### config.mk
export PLATFORM = sky130hd
export DESIGN_NAME = bss_ctrl
export DESIGN_NICKNAME = d
export VERILOG_FILES = /design/src/bss_pkg.sv /design/src/bss_ctrl.sv
export SDC_FILE = /design/constraint.sdc
export NUM_CORES = 1
export LEC_CHECK = 0
export ABC_AREA = 1
export ABC_CLOCK_PERIOD_IN_PS = 1900
export BUFFER_PORTS_ARGS = -buffer_cell sky130_fd_sc_hd__clkbuf_2
export CORE_AREA = 2 2 39 41
export DETAILED_ROUTE_END_ITERATION = 8
export DIE_AREA = 0 0 41 43
export SLEW_MARGIN = 20
export SYNTH_ARGS = -nofsm -noshare
export SYNTH_HDL_FRONTEND = slang
export SYNTH_SLANG_ARGS = --single-unit
### constraint.sdc
create_clock -name clk -period 1.9 [get_ports clk]
set_input_delay 0.475 -clock clk [delete_from_list [all_inputs] [get_ports clk]]
set_output_delay 0.475 -clock clk [all_outputs]
set_load 0.005 [all_outputs]
### src/bss_pkg.sv
// ----------------------------------------------------------------------------
// Backend server selector package
// Payload types, commands and codes shared by the selector modules.
// ----------------------------------------------------------------------------
package bss_pkg;

	localparam logic [2:0] ACT_SELECT  = 3'd0;
	localparam logic [2:0] ACT_RELEASE = 3'd1;
	localparam logic [2:0] ACT_FAIL    = 3'd2;
	localparam logic [2:0] ACT_DISABLE = 3'd3;
	localparam logic [2:0] ACT_ENABLE  = 3'd4;
	localparam logic [2:0] ACT_TIMES   = 3'd5;

	localparam logic [2:0] MODE_MS = 3'd0;
	localparam logic [2:0] MODE_RR = 3'd1;
	localparam logic [2:0] MODE_LC = 3'd2;
	localparam logic [2:0] MODE_RT = 3'd3;
	localparam logic [2:0] MODE_RD = 3'd4;
	localparam logic [2:0] MODE_HS = 3'd5;

	localparam logic [1:0] ST_OK      = 2'd0;
	localparam logic [1:0] ST_NONE    = 2'd1;
	localparam logic [1:0] ST_BADMODE = 2'd2;

	localparam logic [1:0] REG_MODE    = 2'd0;
	localparam logic [1:0] REG_ACTIVE  = 2'd1;
	localparam logic [1:0] REG_DEFTIME = 2'd2;

	localparam logic [31:0] FAIL_HOLD_RESET = 32'd60;

	typedef struct packed {
		logic [2:0]  action;
		logic [31:0] now_time;
		logic [3:0]  slot;
		logic [31:0] disable_duration;
		logic [4:0]  random_step;
		logic [3:0]  random_pick;
		logic [31:0] hash_value;
		logic [31:0] response_time;
		logic [31:0] wait_time;
	} in_item_t;

	typedef struct packed {
		logic [3:0] chosen_slot;
		logic [3:0] chosen_server_id;
		logic [1:0] status;
	} out_item_t;

	// Controller commands to the datapath.
	typedef struct packed {
		logic load;       // capture input item, do slot action, start modulo unit
		logic mod_step;   // one restoring step of the modulo unit
		logic walk_init;  // start walk from prepared pointer
		logic walk_step;  // examine one slot
		logic finish;     // commit selection, build result
		logic finish_na;  // non-select result
	} ctl_cmd_t;

	typedef struct packed {
		logic mod_done;
		logic walk_done;
	} ctl_sts_t;

endpackage

### src/bss_ctrl.sv
// ----------------------------------------------------------------------------
// Selector controller
// Sequences slot action, modulo reduction, slot walk and result hand-off.
// ----------------------------------------------------------------------------
module bss_ctrl (
	input  logic              clk,
	input  logic              arst_n,
	input  logic              in_valid,
	output logic              in_ready,
	input  logic [2:0]        in_action,
	output logic              out_valid,
	input  logic              out_ready,
	output bss_pkg::ctl_cmd_t cmd,
	input  bss_pkg::ctl_sts_t sts
);
	typedef enum logic [2:0] {S_IDLE, S_MOD, S_WINIT, S_WALK, S_FIN, S_OUT} state_t;
	state_t state_q;

	assign in_ready = (state_q == S_IDLE) && !out_valid;

	always_comb begin
		cmd = '0;
		cmd.load      = in_valid && in_ready;
		cmd.mod_step  = (state_q == S_MOD);
		cmd.walk_init = (state_q == S_WINIT);
		cmd.walk_step = (state_q == S_WALK);
		cmd.finish    = (state_q == S_FIN);
		cmd.finish_na = in_valid && in_ready && (in_action != bss_pkg::ACT_SELECT)
			&& (in_action != bss_pkg::ACT_FAIL);
	end

	always_ff @(posedge clk or negedge arst_n) begin
		if (!arst_n) begin
			state_q <= S_IDLE;
			out_valid <= 1'b0;
		end else begin
			if (out_valid && out_ready)
				out_valid <= 1'b0;
			case (state_q)
				S_IDLE: begin
					if (in_valid && in_ready) begin
						if (cmd.finish_na)
							out_valid <= 1'b1;
						else
							state_q <= S_MOD;
					end
				end
				S_MOD:   if (sts.mod_done) state_q <= S_WINIT;
				S_WINIT: state_q <= S_WALK;
				S_WALK:  if (sts.walk_done) state_q <= S_FIN;
				S_FIN: begin
					state_q <= S_IDLE;
					out_valid <= 1'b1;
				end
				default: state_q <= S_IDLE;
			endcase
		end
	end
endmodule

==> flow_metrics.env <==
export IMPL_outcome="finished clean"
export IMPL_p_leak_nw=0.262
export IMPL_slowest_delay_ns=0.41
export IMPL_crit_required_ns=1.42
export IMPL_synthTopCellsByCount="inv_1 (13), nand2_1 (8), dfrtp_1 (4), nor2_1 (4), nand3_1 (3)"
export IMPL_nets=71
export IMPL_hold_class="in -> async"
export IMPL_area_delta_synth_final_pct=41.4
export IMPL_cp_endpoint="cmd[0]"
export IMPL_ys_flop_type="dfrtp_1"
export IMPL_clockBufferDepth=2
export IMPL_root_buffer="clkbuf_4"
export IMPL_hold_viol_final=0
export IMPL_grt_pass1_wl_mm=1.02
export IMPL_path_depth=6
export IMPL_worstSetupPathType="reg -> out"
export IMPL_synth_edff_count=0
export IMPL_ys_warn_count=0
export IMPL_syn_area_per_cell_um2=6.76
export IMPL_crit_buf_inv=2
export IMPL_synthArstFlopShare_pct=100
export IMPL_drt_total_wl_um=572
export IMPL_ff2ff_setup_slack_ns=0.72
export IMPL_drtAntennaViolNets=0
export IMPL_ir_worst_vdd_v=0.000580
export IMPL_synth_cell_types=14
export IMPL_setup_tns_ns=0
export IMPL_antenna_found_initial=0
export IMPL_timing_final_crit_share_pct=94.1
export IMPL_cts_hold_buffers_added=0
export IMPL_viasPerCell=3.82
export IMPL_path_delay_family="simple AND/OR/NAND/NOR gates"
export IMPL_worstMarginPinSlew_ns=0.179
export IMPL_reg2reg_depth=6
export IMPL_synth_seq_area_share_pct=35.2
export IMPL_dieWidth_um=41
export IMPL_worstPathMaxFanout=5
export IMPL_start_kind="register"
export IMPL_initialDrtViolationCount=0
export IMPL_fmax_ghz=0.559
export IMPL_cts_buffers=3
export IMPL_yosysMostFrequentCell="inv_1"
export IMPL_grt_usage_pct=9.15
export IMPL_max_slew_margin_pct=87.9
export IMPL_syn_area_um2=284
export IMPL_grt_start_max_net_pins=7
export IMPL_rr_startpoint="state_q[0]"
export IMPL_maxCapViolations=0
export IMPL_pin_count=17
export IMPL_yosysTopAreaCellShare_pct=35.2
export IMPL_ys_ff_latch=4
export IMPL_worstPathCellList="nor2_2, nand3_2, nor2_4, nand2_4, inv_1, clkbuf_2"
export IMPL_cts_sinks=4
export IMPL_drt_first_pass_iters=1
export IMPL_die_h_um=43
export IMPL_grt_ovfl_total=0
export IMPL_vias=290
export IMPL_yosysTopAreaCell="dfrtp_1"
export IMPL_n_antenna_cell=0
export IMPL_cts_setup_buffers=0
export IMPL_dp_hpwl_um=513
export IMPL_start_util_pct=20.5
export IMPL_cts_resized=0
export IMPL_fillerInstances=160
export IMPL_final_setup_viol_count=0
export IMPL_report_final_slew_viol_count=0
export IMPL_htreeDepth=1
export IMPL_grt_pass1_vias=279
export IMPL_fp_dieArea_um2=1760
export IMPL_post_drt_wl_per_cell_um=7.53
export IMPL_portBuffers=15
export IMPL_r2r_end="state_q[1]"
export IMPL_clkLatencyLatePin_ns=0.23
export IMPL_postSynthCellCount=42
export IMPL_final_min_clock_period_ns=1.79
export IMPL_clk_pin_slew_ns=0.04
export IMPL_finalClockSkew_ns=0.00396
export IMPL_startpoint="state_q[0]"
export IMPL_rows=14
export IMPL_worstPathArrival_ns=1.31
export IMPL_synth_fp_nets=51
export IMPL_power_density_nw_per_um2=1480
export IMPL_end_kind="primary output"
export IMPL_rsz0062_at_grt="false"
export IMPL_hold_worst_slack_ns=0.0391
export IMPL_drive_gt1_share_pct=40.0
export IMPL_slowest_stage="dfrtp_1"
export IMPL_tritoncts="yes"
export IMPL_drcViolationCount=0
export IMPL_gp_congestion=0.763
export IMPL_synthTopCellsByArea="dfrtp_1 (35%), inv_1 (17%), nand2_1 (11%)"
export IMPL_coreArea_um2=1380
cell usage in the layout, fill, tap and decap left out, types with 2 or more instances in the layout:
cell	netlist	routed
nand2_1	8	8
dfrtp_1	4	4
inv_1	13	13
nor2_2	2	2
clkbuf_2	0	15
clkbuf_4	0	3
nor2_1	4	4
nand3_1	3	3
flip-flops by register name, indices dropped and copies added, names as in the netlist:
name	count
state_q	3
out_valid	1
report_power, final:
part | switching, mW | leakage [nW] | total (mW) | internal [mW]
Combinational | 0.198 | 0.197 | 0.337 | 0.139
Sequential | 0.0325 | 0.0516 | 0.155 | 0.123
Clock | 0.0331 | 0.0138 | 0.104 | 0.0705
worst min path at each step:
| stage | from | end | slack [ns] | cells past startpoint |
|---|---|---|---|---|
| 3_3_place_gp | arst_n | state_q[2] | 0.29 | 1 |
| 5_1_grt | arst_n | state_q[0] | 0.04 | 1 |
| 2_1_floorplan | arst_n | out_valid | 0.18 | 0 |
| 6_report | arst_n | out_valid | 0.04 | 1 |
| 3_5_place_dp | arst_n | state_q[1] | 0.29 | 1 |
| 4_1_cts | arst_n | state_q[0] | 0.04 | 1 |
metrics by stage:
step	utilization, %	worst slack [ns]	instance area (um2)	std cells	power, mW
after CTS	29.0	0.0870	402	76	0.611
final	29.0	0.111	402	76	0.596
after global placement	27.4	0.330	379	73	0.495
after detailed placement	27.4	0.332	379	73	0.502
after global routing	29.0	0.00623	402	76	0.681
after floorplan	-	0.494	284	42	0.385
area by class of cell:
class,instances,area [um2],area share (%)
Clock buffer,3,22.5,5.61
Inverter,13,48.8,12.1
Multi-Input combinational cell,25,135,33.6
Sequential cell,4,100,24.9
Tap cell,16,20.0,4.98
Timing Repair Buffer,15,75.1,18.7
worst reg2reg max path, stage by stage (launching register included):
cell,delay (ns)
dfrtp_1,0.41
nor2_2,0.20
nand3_2,0.12
nor2_4,0.12
nand2_4,0.07
nand3_1,0.08
nand2_1,0.05
routing by layer:
metal | routed length, um | vias to the layer above | global-route usage, %
met3 | 46 | 0 | 6.28
li1 | - | 160 | -
met4 | 0 | 0 | 6.00
met2 | 281 | 9 | 12.8
met1 | 243 | 121 | 9.35
met5 | 0 | - | 0
kinds of logic after synthesis:
| kind of cell | after synthesis | synth area share [%] |
|---|---|---|
| flip-flops | 4 | 35.2 |
| AND/OR/NAND/NOR | 22 | 41.4 |
| buffers and inverters | 13 | 17.2 |
| AO/OA/AOI/OAI | 3 | 6.17 |
Power figures use the tool's default switching activity.
